$ cat src/rtl/cshr_pkg.sv
// ----------------------------------------------------------------------------
// cshr_pkg
// Types and constants shared by the cursor screen hit router.
// ----------------------------------------------------------------------------
package cshr_pkg;

    localparam int unsigned RECT_W = 15;
    localparam int unsigned POS_W  = 16;
    localparam int unsigned GPOS_W = 18;
    localparam int unsigned CFG_W  = 5;
    localparam int unsigned SCR_W  = 4;

    localparam logic OP_WRITE = 1'b0;
    localparam logic OP_ROUTE = 1'b1;

    typedef struct packed {
        logic [RECT_W-1:0] ox;
        logic [RECT_W-1:0] oy;
        logic [RECT_W-1:0] w;
        logic [RECT_W-1:0] h;
    } rect_t;

    typedef struct packed {
        logic             hit;
        logic [POS_W-1:0] rel_x;
        logic [POS_W-1:0] rel_y;
    } hit_t;

endpackage

$ cat src/rtl/cursor_screen_hit_router.sv
// ----------------------------------------------------------------------------
// cursor_screen_hit_router
// Routes a cursor position across a table of screen rectangles.
// ----------------------------------------------------------------------------
// Write item: taken while idle, no result.
// Query: goes from idle straight to emit on the shortcut, emits after the local test
// when the point stays on its screen, else scans up to N = min(screens_in_use, MAX_SCREENS)
// entries, one table entry per cycle through the single read port and compare unit.
// Next item is taken the cycle after the result enters the output register.
// rst_n clears control and sets screens_in_use to 1; the table is not cleared.
module cursor_screen_hit_router
    import cshr_pkg::*;
#(
    parameter int unsigned MAX_SCREENS = 16
)
(
    input  logic                    clk,
    input  logic                    rst_n,

    input  logic                    cfg_valid,
    output logic                    cfg_ready,
    input  logic [CFG_W-1:0]        cfg_data,

    input  logic                    in_valid,
    output logic                    in_stall,
    input  logic                    op,
    input  logic [SCR_W-1:0]        entry_index,
    input  logic [RECT_W-1:0]       origin_x,
    input  logic [RECT_W-1:0]       origin_y,
    input  logic [RECT_W-1:0]       rect_width,
    input  logic [RECT_W-1:0]       rect_height,
    input  logic [SCR_W-1:0]        current_screen,
    input  logic signed [POS_W-1:0] local_x,
    input  logic signed [POS_W-1:0] local_y,

    output logic                    out_valid,
    input  logic                    out_stall,
    output logic                    switched,
    output logic [SCR_W-1:0]        new_screen,
    output logic signed [POS_W-1:0] out_x,
    output logic signed [POS_W-1:0] out_y
);

    localparam int unsigned AW = (MAX_SCREENS > 1) ? $clog2(MAX_SCREENS) : 1;
    localparam int unsigned CW = $clog2(MAX_SCREENS + 1);

    typedef enum logic [3:0] {
        S_IDLE = 4'b0001,
        S_CUR  = 4'b0010,
        S_SCAN = 4'b0100,
        S_EMIT = 4'b1000
    } state_t;

    state_t              state_reg, state_next;
    logic [CFG_W-1:0]    siu_reg;
    logic [CW-1:0]       scan_idx_reg, scan_idx_next;
    logic [SCR_W-1:0]    cur_reg;
    logic [POS_W-1:0]    lx_reg, ly_reg;
    logic [GPOS_W-1:0]   gx_reg, gx_next;
    logic [GPOS_W-1:0]   gy_reg, gy_next;
    logic                res_sw_reg, res_sw_next;
    logic [SCR_W-1:0]    res_scr_reg, res_scr_next;
    logic [POS_W-1:0]    res_x_reg, res_x_next;
    logic [POS_W-1:0]    res_y_reg, res_y_next;
    logic                out_valid_reg, out_valid_next;
    logic                out_sw_reg;
    logic [SCR_W-1:0]    out_scr_reg;
    logic [POS_W-1:0]    out_x_reg, out_y_reg;

    rect_t               mem [MAX_SCREENS];
    rect_t               rd_data_reg;
    rect_t               wr_rect;
    rect_t               unit_rect;
    logic [AW-1:0]       rd_addr;
    logic                wr_en;

    logic [CW-1:0]       n_lim;
    logic                in_take;
    logic                out_free;
    logic                shortcut;
    logic signed [GPOS_W-1:0] unit_x, unit_y;
    logic signed [GPOS_W-1:0] lx_ext, ly_ext;
    hit_t                unit_res;

    assign cfg_ready = 1'b1;
    assign in_stall  = (state_reg != S_IDLE);
    assign in_take   = in_valid && !in_stall;
    assign out_free  = !out_valid_reg || !out_stall;

    assign out_valid  = out_valid_reg;
    assign switched   = out_sw_reg;
    assign new_screen = out_scr_reg;
    assign out_x      = $signed(out_x_reg);
    assign out_y      = $signed(out_y_reg);

    always_comb
    begin
        if (32'(siu_reg) > MAX_SCREENS)
        begin
            n_lim = CW'(MAX_SCREENS);
        end
        else
        begin
            n_lim = CW'(siu_reg);
        end
    end

    assign shortcut = (siu_reg <= CFG_W'(1)) || (32'(current_screen) >= MAX_SCREENS);

    // table write and registered read
    assign wr_en      = in_take && (op == OP_WRITE) && (32'(entry_index) < MAX_SCREENS);
    assign wr_rect.ox = origin_x;
    assign wr_rect.oy = origin_y;
    assign wr_rect.w  = rect_width;
    assign wr_rect.h  = rect_height;

    always_comb
    begin
        unique case (state_reg)
            S_IDLE:  rd_addr = AW'(current_screen);
            S_SCAN:  rd_addr = AW'(scan_idx_reg + CW'(1));
            default: rd_addr = '0;
        endcase
    end

    always_ff @(posedge clk)
    begin
        if (wr_en)
        begin
            mem[AW'(entry_index)] <= wr_rect;
        end
        rd_data_reg <= mem[rd_addr];
    end

    // shared compare unit: local test on the current screen, global test on scan
    assign lx_ext = $signed({{2{lx_reg[POS_W-1]}}, lx_reg});
    assign ly_ext = $signed({{2{ly_reg[POS_W-1]}}, ly_reg});

    always_comb
    begin
        unit_rect = rd_data_reg;
        unit_x    = $signed(gx_reg);
        unit_y    = $signed(gy_reg);
        if (state_reg == S_CUR)
        begin
            unit_rect.ox = '0;
            unit_rect.oy = '0;
            unit_x       = lx_ext;
            unit_y       = ly_ext;
        end
    end

    cshr_hit_unit u_hit (
        .pt_x   (unit_x),
        .pt_y   (unit_y),
        .rect   (unit_rect),
        .result (unit_res)
    );

    always_comb
    begin
        state_next     = state_reg;
        scan_idx_next  = scan_idx_reg;
        gx_next        = gx_reg;
        gy_next        = gy_reg;
        res_sw_next    = res_sw_reg;
        res_scr_next   = res_scr_reg;
        res_x_next     = res_x_reg;
        res_y_next     = res_y_reg;
        out_valid_next = out_valid_reg && out_stall;

        unique case (state_reg)
            S_IDLE:
            begin
                res_sw_next  = 1'b0;
                res_scr_next = current_screen;
                res_x_next   = local_x;
                res_y_next   = local_y;
                if (in_take && (op == OP_ROUTE))
                begin
                    state_next = shortcut ? S_EMIT : S_CUR;
                end
            end
            S_CUR:
            begin
                gx_next       = GPOS_W'({3'b000, rd_data_reg.ox}) + GPOS_W'(lx_ext);
                gy_next       = GPOS_W'({3'b000, rd_data_reg.oy}) + GPOS_W'(ly_ext);
                scan_idx_next = '0;
                state_next    = unit_res.hit ? S_EMIT : S_SCAN;
            end
            S_SCAN:
            begin
                if (unit_res.hit)
                begin
                    if (32'(scan_idx_reg) != 32'(cur_reg))
                    begin
                        res_sw_next  = 1'b1;
                        res_scr_next = SCR_W'(scan_idx_reg);
                        res_x_next   = unit_res.rel_x;
                        res_y_next   = unit_res.rel_y;
                    end
                    state_next = S_EMIT;
                end
                else if (scan_idx_reg == n_lim - CW'(1))
                begin
                    state_next = S_EMIT;
                end
                else
                begin
                    scan_idx_next = scan_idx_reg + CW'(1);
                end
            end
            S_EMIT:
            begin
                if (out_free)
                begin
                    out_valid_next = 1'b1;
                    state_next     = S_IDLE;
                end
            end
            default:
            begin
                state_next = S_IDLE;
            end
        endcase
    end

    always_ff @(posedge clk or negedge rst_n)
    begin
        if (!rst_n)
        begin
            state_reg     <= S_IDLE;
            siu_reg       <= CFG_W'(1);
            out_valid_reg <= 1'b0;
            scan_idx_reg  <= '0;
        end
        else
        begin
            state_reg     <= state_next;
            out_valid_reg <= out_valid_next;
            scan_idx_reg  <= scan_idx_next;
            if (cfg_valid && cfg_ready)
            begin
                siu_reg <= cfg_data;
            end
        end
    end

    always_ff @(posedge clk)
    begin
        if (in_take)
        begin
            cur_reg <= current_screen;
            lx_reg  <= local_x;
            ly_reg  <= local_y;
        end
        gx_reg      <= gx_next;
        gy_reg      <= gy_next;
        res_sw_reg  <= res_sw_next;
        res_scr_reg <= res_scr_next;
        res_x_reg   <= res_x_next;
        res_y_reg   <= res_y_next;
        if ((state_reg == S_EMIT) && out_free)
        begin
            out_sw_reg  <= res_sw_reg;
            out_scr_reg <= res_scr_reg;
            out_x_reg   <= res_x_reg;
            out_y_reg   <= res_y_reg;
        end
    end

    a_route_leaves_idle: assert property (@(posedge clk) disable iff (!rst_n)
        in_take && (op == OP_ROUTE) |=> state_reg != S_IDLE)
        else $error("query did not start");

    a_valid_from_emit: assert property (@(posedge clk) disable iff (!rst_n)
        $rose(out_valid_reg) |-> $past(state_reg == S_EMIT))
        else $error("result appeared outside emit");

    a_scan_in_range: assert property (@(posedge clk) disable iff (!rst_n)
        state_reg == S_SCAN |-> scan_idx_reg < n_lim)
        else $error("scan index past searched entries");

    a_switch_other: assert property (@(posedge clk) disable iff (!rst_n)
        (state_reg == S_EMIT) && res_sw_reg |-> res_scr_reg != cur_reg)
        else $error("switch to current screen");

endmodule

$ cat src/rtl/cshr_hit_unit.sv
// ----------------------------------------------------------------------------
// cshr_hit_unit
// Shared point-in-rectangle test with position relative to the origin.
// ----------------------------------------------------------------------------
module cshr_hit_unit
    import cshr_pkg::*;
(
    input  logic signed [GPOS_W-1:0] pt_x,
    input  logic signed [GPOS_W-1:0] pt_y,
    input  rect_t                    rect,
    output hit_t                     result
);

    logic signed [GPOS_W-1:0] lo_x;
    logic signed [GPOS_W-1:0] lo_y;
    logic signed [GPOS_W-1:0] hi_x;
    logic signed [GPOS_W-1:0] hi_y;
    logic signed [GPOS_W-1:0] dx;
    logic signed [GPOS_W-1:0] dy;

    assign lo_x = $signed({3'b000, rect.ox});
    assign lo_y = $signed({3'b000, rect.oy});
    assign hi_x = $signed({3'b000, rect.ox} + {3'b000, rect.w});
    assign hi_y = $signed({3'b000, rect.oy} + {3'b000, rect.h});
    assign dx   = pt_x - lo_x;
    assign dy   = pt_y - lo_y;

    assign result.hit   = (pt_x >= lo_x) && (pt_x < hi_x) &&
                          (pt_y >= lo_y) && (pt_y < hi_y);
    assign result.rel_x = dx[POS_W-1:0];
    assign result.rel_y = dy[POS_W-1:0];

endmodule

$ cat config.mk
export PLATFORM = sky130hd
export DESIGN_NAME = cursor_screen_hit_router
export DESIGN_NICKNAME = d
export VERILOG_FILES = /design/src/rtl/cshr_pkg.sv /design/src/rtl/cursor_screen_hit_router.sv /design/src/rtl/cshr_hit_unit.sv
export SDC_FILE = /design/constraint.sdc
export NUM_CORES = 1
export LEC_CHECK = 0
export BUFFER_PORTS_ARGS = -buffer_cell sky130_fd_sc_hd__buf_2
export CAP_MARGIN = 10
export CORE_MARGIN = 8
export CORE_UTILIZATION = 62
export DETAILED_ROUTE_END_ITERATION = 10
export GPL_TIMING_DRIVEN = 0
export PLACE_DENSITY_LB_ADDON = 0.08
export SYNTH_ARGS = -nofsm -noshare
export SYNTH_HDL_FRONTEND = slang
export SYNTH_SLANG_ARGS = --single-unit
$ cat constraint.sdc
create_clock -name clk -period 7.5 [get_ports clk]
set_input_delay 0.75 -clock clk [delete_from_list [all_inputs] [get_ports clk]]
set_output_delay 0.75 -clock clk [all_outputs]
set_load 0.1 [all_outputs]
* Yosys cells after proc, flatten, opt, wreduce, memory -nomap -nowiden
Memory sizes are Yosys's and may differ from the RTL's. A register that Yosys moved wholly into a read port is not among the register bits. Index checks and enable logic that the tools add are counted. W data, S select, Z words.
Storage, ports and cells: register bits 161, RAM bits 960, input bits 111, output and inout bits 40, logic and storage cells 95, memories kept 1
Cells by class: add/subtract/negate cells 8, order comparisons 6, eq/ne operators 14, muxes and demuxes 31, bitwise operators 1, reductions and logical operators 17
Memory list:
- mem | words 16, width 60, read ports 1, clocked after memory_dff 1, wr ports 1, RTL line cursor_screen_hit_router.sv:70 | rect_t mem [MAX_SCREENS];
Operators by type and width (count):
- $mux W16 | 4
- $pmux W16 S2 | 2
- $ge A18 B16 Y1 | 2
- $lt A18 B17 Y1 | 2
- $mux W18 | 2
- $add A16 B16 Y17 | 2
- $add A15 B15 Y16 | 2
- $mux W4 | 8
- $sub A16 B16 Y16 | 2
- $mux W30 | 1
- $pmux W4 S2 | 2
- $pmux W4 S4 | 1
- $mux W5 | 3
- $ne A2 B2 Y1 const B | 6
- $pmux W5 S2 | 1
- $reduce_and A3 Y1 | 3
- $logic_and A1 B1 Y1 | 8
- $mux W1 | 6
- $add A5 B1 Y5 const B | 1
- $eq A5 B5 Y1 | 1
- $gt A5 B5 Y1 const B | 1
- $le A5 B1 Y1 const B | 1
- $ne A5 B4 Y1 | 1
- $sub A5 B1 Y5 const B | 1
- other kinds (11) | 14

* Depth between registers and ports, before layout
depth in word-level cells 9, depth in mapped cells 26

* Modules after synthesis
From an unflattened synthesis, not the netlist that was laid out.
Second synthesis, totals: cells, all modules 2604, area total of the unflattened synthesis 48549.1 µm²
Modules (own cells, without submodules):
- cursor_screen_hit_router | instances 1, cells an instance 2126, area an instance 44953.1 µm², seq. area each 34730.8 µm²
- cshr_hit_unit | instances 1, cells an instance 478, area an instance 3595.9 µm², seq. area each 0.0 µm²

* Least setup slack after synthesis
Ideal clock, no wire load.
path kind register to register, start point reg state_reg[0], end point reg res_scr_reg[0], enable pin, library setup time 0.380 ns, data arrival time 6.142 ns, required time 7.120 ns, setup slack 0.978 ns, stages on the path, launching flop included 27, buffers on the path 5, period minus slack after synthesis 6.522 ns, cells stage by stage dfstp_2 > or4b_4 > buf_6 > buf_2 > clkbuf_1 > clkbuf_1 > and2_1 > ha_1 > inv_1 > fa_1 > and3b_1 > buf_2 > nor3_1 > o211ai_1 > o311ai_0 > o311ai_1 > o2111ai_1 > a31oi_1 > mux2i_1 > a2111oi_1 > ha_1 > o211ai_1 > a21oi_1 > a311oi_1 > nand4_4 > nor2_1 > a31o_2
Between the ends: cells in the longest elaborated chain, start to end 9, elaborated cells between the ends (all ways) 19, those cells by class add/sub: 2; order compare: 4; eq/ne: 5; mux: 3; reduce/logical: 5
RTL lines:
- start, declared | RTL line cursor_screen_hit_router.sv:54 | state_t state_reg, state_next;
- start signal, assigned | RTL line cursor_screen_hit_router.sv:239 | state_reg <= state_next;
- $eq A4 B2 Y1 | RTL line cursor_screen_hit_router.sv:144 | if (state_reg == S_CUR)
- $mux W30 | RTL line cursor_screen_hit_router.sv:144
- $add A15 B15 Y16 | RTL line cshr_hit_unit.sv:23 | assign hi_x = $signed({3'b000, rect.ox} + {3'b000, rect.w});
- $lt A18 B17 Y1 | RTL line cshr_hit_unit.sv:28 | assign result.hit = (pt_x >= lo_x) && (pt_x < hi_x) &&
- $logic_and A1 B1 Y1 (2 in series) | RTL line cshr_hit_unit.sv:28
- $logic_and A1 B1 Y1 | RTL line cshr_hit_unit.sv:29 | (pt_y >= lo_y) && (pt_y < hi_y);
- $ne A2 B2 Y1 (no line)
- $reduce_and A3 Y1 (no line) (*)
- end signal, assigned | RTL line cursor_screen_hit_router.sv:260 | res_scr_reg <= res_scr_next;
- end, declared | RTL line cursor_screen_hit_router.sv:62 | logic [SCR_W-1:0] res_scr_reg, res_scr_next;
Mark *: on every way between the ends. The rest lies on a longest branch, timed or not. A chain may end at the register's enable or synchronous reset.

* Worst setup path in the final report
start point reg state_reg[1], end point reg res_y_reg[3], enable pin
Between the ends: cells in the longest elaborated chain, start to end 9, elaborated cells between the ends (all ways) 19, those cells by class add/sub: 2; order compare: 4; eq/ne: 5; mux: 3; reduce/logical: 5
RTL lines:
- $eq A4 B2 Y1 | RTL line cursor_screen_hit_router.sv:144
- $mux W30 | RTL line cursor_screen_hit_router.sv:144
- $add A15 B15 Y16 | RTL line cshr_hit_unit.sv:23
- $lt A18 B17 Y1 | RTL line cshr_hit_unit.sv:28
- $logic_and A1 B1 Y1 (2 in series) | RTL line cshr_hit_unit.sv:28
- $logic_and A1 B1 Y1 | RTL line cshr_hit_unit.sv:29
- $ne A2 B2 Y1 (no line)
- $reduce_and A3 Y1 (no line) (*)
- end signal, assigned | RTL line cursor_screen_hit_router.sv:262 | res_y_reg <= res_y_next;
- end, declared | RTL line cursor_screen_hit_router.sv:64 | logic [POS_W-1:0] res_y_reg, res_y_next;
Marked as above.

==> out/metrics.csv <==
metric,value,unit
status,finished with violations,
failing checks,"max-capacitance violations, max-slew violations",
"most common cell after layout, fill and taps aside",edfxtp_1,
setup TNS,0,ns
full die area,90500,sq um
Final Hold Viols,0,
largest family of logic cells by synthesized area,compound AO/OA/AOI/OAI gates,
vias per cell,6.25,
Worst R2R Setup Slack,0.47,ns
TritonCTS clock tree,built,
top_reg_cell synth,edfxtp_1,
fin crit share,0.938,
Slew headroom,-0.0472,
Mapped Avg Cell Area,13.2,sq um
worst setup path class,flip-flop to flip-flop,
post-route cell area,57300,sq um
adder-cell area share of the yosys netlist,0.0306,
Worst Path Required,7.81,ns
fin crit period,7.03,ns
post-synthesis xor/xnor area fraction,0.0143,
layout cells sized above 1,0.104,
Detail Route Antenna Nets,0,
R2R depth,24,
Starting Density,0.625,
Hold Slack,0.269,ns
# nets final,4374,
GRT Util Overall,0.287,
fill count,5388,
DR iter-0 viols,4037,
clk_skew,0.0383,ns
Hold WC Path Type,input pin to flip-flop,
clk_lat worst skew,0.68,ns
CTS root buf,clkbuf_16,
first-pass GRT wire length,195000,um
Crit-path slowest cell,fa_1,
CP startpoint kind,flip-flop,
Cells after Synth,3824,
crit-path max FO,28,
CTS buffer count,113,
Syn. warnings,0,
worst-case clock buffer depth,3,
largest net degree at the start of global routing,36,
post-DP HPWL,92600,um
GPL Wtd Cong,0.922,
final wirelength,133000,um
share of flip-flops with an asynchronous set or reset,0.0127,
hold path cells,1,
Worst setup EP type,flip-flop,
WL/cell,25.1,um
"Area growth, synth to finish",13.9,%
pre-CTS setup slack,-1.20,ns
critical path data arrival time,7.35,ns
Compound-Gate Fraction of Synth Area,0.126,
max cap viols,1,
final setup margin,0.466,ns
# rows,104,
peak supply drop,0.224,mV
"EDFF count, synth",1104,
CTS sink count,1179,
Via Count,33170,
"slowest stage delay, CP",0.47,ns
Yosys cell types,82,
Largest register FFs,960,
Least-Margin Pin Slew,1.57,ns
first-pass iteration count of the detailed router,8,
total design power,22200,uW
CTS clock-pin slew for the worst setup and hold paths,0.06,ns
leakage power,0.0198,uW
GRT overflow,0,
DRC viols,0,
DIE WIDTH,301,um
fmax,0.142,GHz
syn nets,4053,
Port Buffer Count,149,
Setup-failing EPs final,0,
RSZ-0062 raised after global routing,false,
Synth Area in Simple Gates,0.111,
"commonest non-fill, non-tap cells in the layout","edfxtp_1, nand2_1, a211oi_1, and2_1, clkbuf_1",
core area,80400,sq um
cells along the critical path,or4b_4 -> buf_6 -> clkbuf_2 -> and2_1 -> ha_1 -> inv_1 -> fa_1 -> and3b_1 -> buf_2 -> nor3_1 -> o211ai_1 -> o311ai_0 -> o311ai_1 -> o2111ai_1 -> a31oi_2 -> mux2i_1 -> a2111oi_1 -> ha_1 -> o211ai_1 -> a21oi_1 -> a311oi_2 -> nand4_4 -> nor2_4 -> a31o_4,
IO Count,151,
vias in the first global route,31861,
Seq cells post-synth,1179,
Final Max Tran Viols,11,
sequential share of the synthesized area,0.691,
cell area after synthesis,50300,sq um
die height,301,um
Pwr Density,388,nW/um^2
mux cell area share after synthesis,0.00408,
initial antenna violation count,14,
Post-Place Cell Area,53400,sq um
H-tree depth,3,
-- worst max-delay path: cells and delay by family (launching register included) --
kind / cells / cell delay [ns]
flip-flops: 1 / 0.46
buffers and inverters: 4 / 0.83
AND/OR/NAND/NOR: 6 / 1.36
multiplexers: 1 / 0.11
AO/OA/AOI/OAI: 10 / 2.87
adder cells (fa/ha/maj): 3 / 0.99
-- through the flow --
stage | instances | util
after global routing | 5300 | 0.712
after floorplan | 3824 | -
after CTS | 5296 | 0.711
after detailed placement | 5089 | 0.664
final | 5304 | 0.712
after global placement | 5033 | 0.651
-- worst paths after layout --
path / startpoint / endpoint
hold reg to reg: res_x_reg[8]$_DFFE_PP_ / out_x[8]$_DFFE_PP_
setup reg to reg: state_reg[1]$_DFFE_PN0P_ / res_y_reg[3]$_DFFE_PP_
hold / removal: local_x[7] / lx_reg[7]$_DFFE_PP_
max in group asynchronous: rst_n / state_reg[0]$_DFFE_PN1P_
setup / recovery: state_reg[1]$_DFFE_PN0P_ / res_y_reg[3]$_DFFE_PP_
min in group asynchronous: rst_n / scan_idx_reg[2]$_DFFE_PN0P_
-- kinds of logic (layout without fill, tap and decap cells) --
kind of cell             after synthesis  after routing
AO/OA/AOI/OAI                        921            922
AND/OR/NAND/NOR                     1203           1203
adder cells (fa/ha/maj)              120            120
flip-flops                          1179           1179
multiplexers                          19             19
other                                  1              8
buffers and inverters                299            711
XOR/XNOR                              82             82
-- power by group --
group	leakage (uW)	switching, uW	internal, uW
Combinational	0.00725	5450	2880
Sequential	0.0107	355	7760
Clock	0.00184	2410	3360
Total	0.0198	8220	14000
-- layout make-up --
class | instances | area, sq um | area share
Sequential cell | 1179 | 34700 | 0.606
Timing Repair Buffer | 208 | 1700 | 0.0296
Clock inverter | 61 | 706 | 0.0123
Tap cell | 1060 | 1330 | 0.0232
Multi-Input combinational cell | 2347 | 14600 | 0.255
Buffer | 230 | 892 | 0.0156
Inverter | 66 | 248 | 0.00433
Clock buffer | 146 | 3070 | 0.0537
Antenna cell | 7 | 17.5 | 0.000306
-- layer usage --
metal,GRT usage,vias up,share of wire
met5,0,-,0.00026
li1,-,15120,-
met1,0.386,16151,0.39
met3,0.0511,270,0.095
met4,0.119,6,0.045
met2,0.463,1623,0.47
-- timing repair --
item                                    in CTS  in global routing
gates resized for setup                      5                  2
pin swaps                                    1                  0
hold endpoints to repair                    13                  0
hold buffers                                 1                  0
gates cloned                                 1                  0
buffers inserted                             0                  0
endpoints found under the setup margin      44                 37
-- cells in the mapped netlist, types with 14 or more instances --
| master | number | area [sq um] |
|---|---|---|
| o21ai_0 | 70 | 350 |
| nor2b_1 | 25 | 156 |
| xor2_1 | 32 | 280 |
| nand3_1 | 29 | 145 |
| nor2_1 | 79 | 297 |
| a21o_1 | 28 | 210 |
| nor3_1 | 40 | 200 |
| ha_1 | 112 | 1400 |
| edfxtp_1 | 1104 | 33200 |
| or3_1 | 14 | 87.6 |
| and2_1 | 238 | 1490 |
| clkbuf_1 | 221 | 830 |
| dfxtp_1 | 60 | 1200 |
| inv_1 | 65 | 244 |
| a311oi_1 | 123 | 1080 |
| a31oi_1 | 131 | 820 |
| a211oi_1 | 311 | 2330 |
| nand2b_1 | 22 | 138 |
| nand2_1 | 690 | 2590 |
| a21oi_1 | 175 | 876 |
| xnor2_1 | 50 | 438 |
No activity file was read; power rests on OpenSTA's default activity.
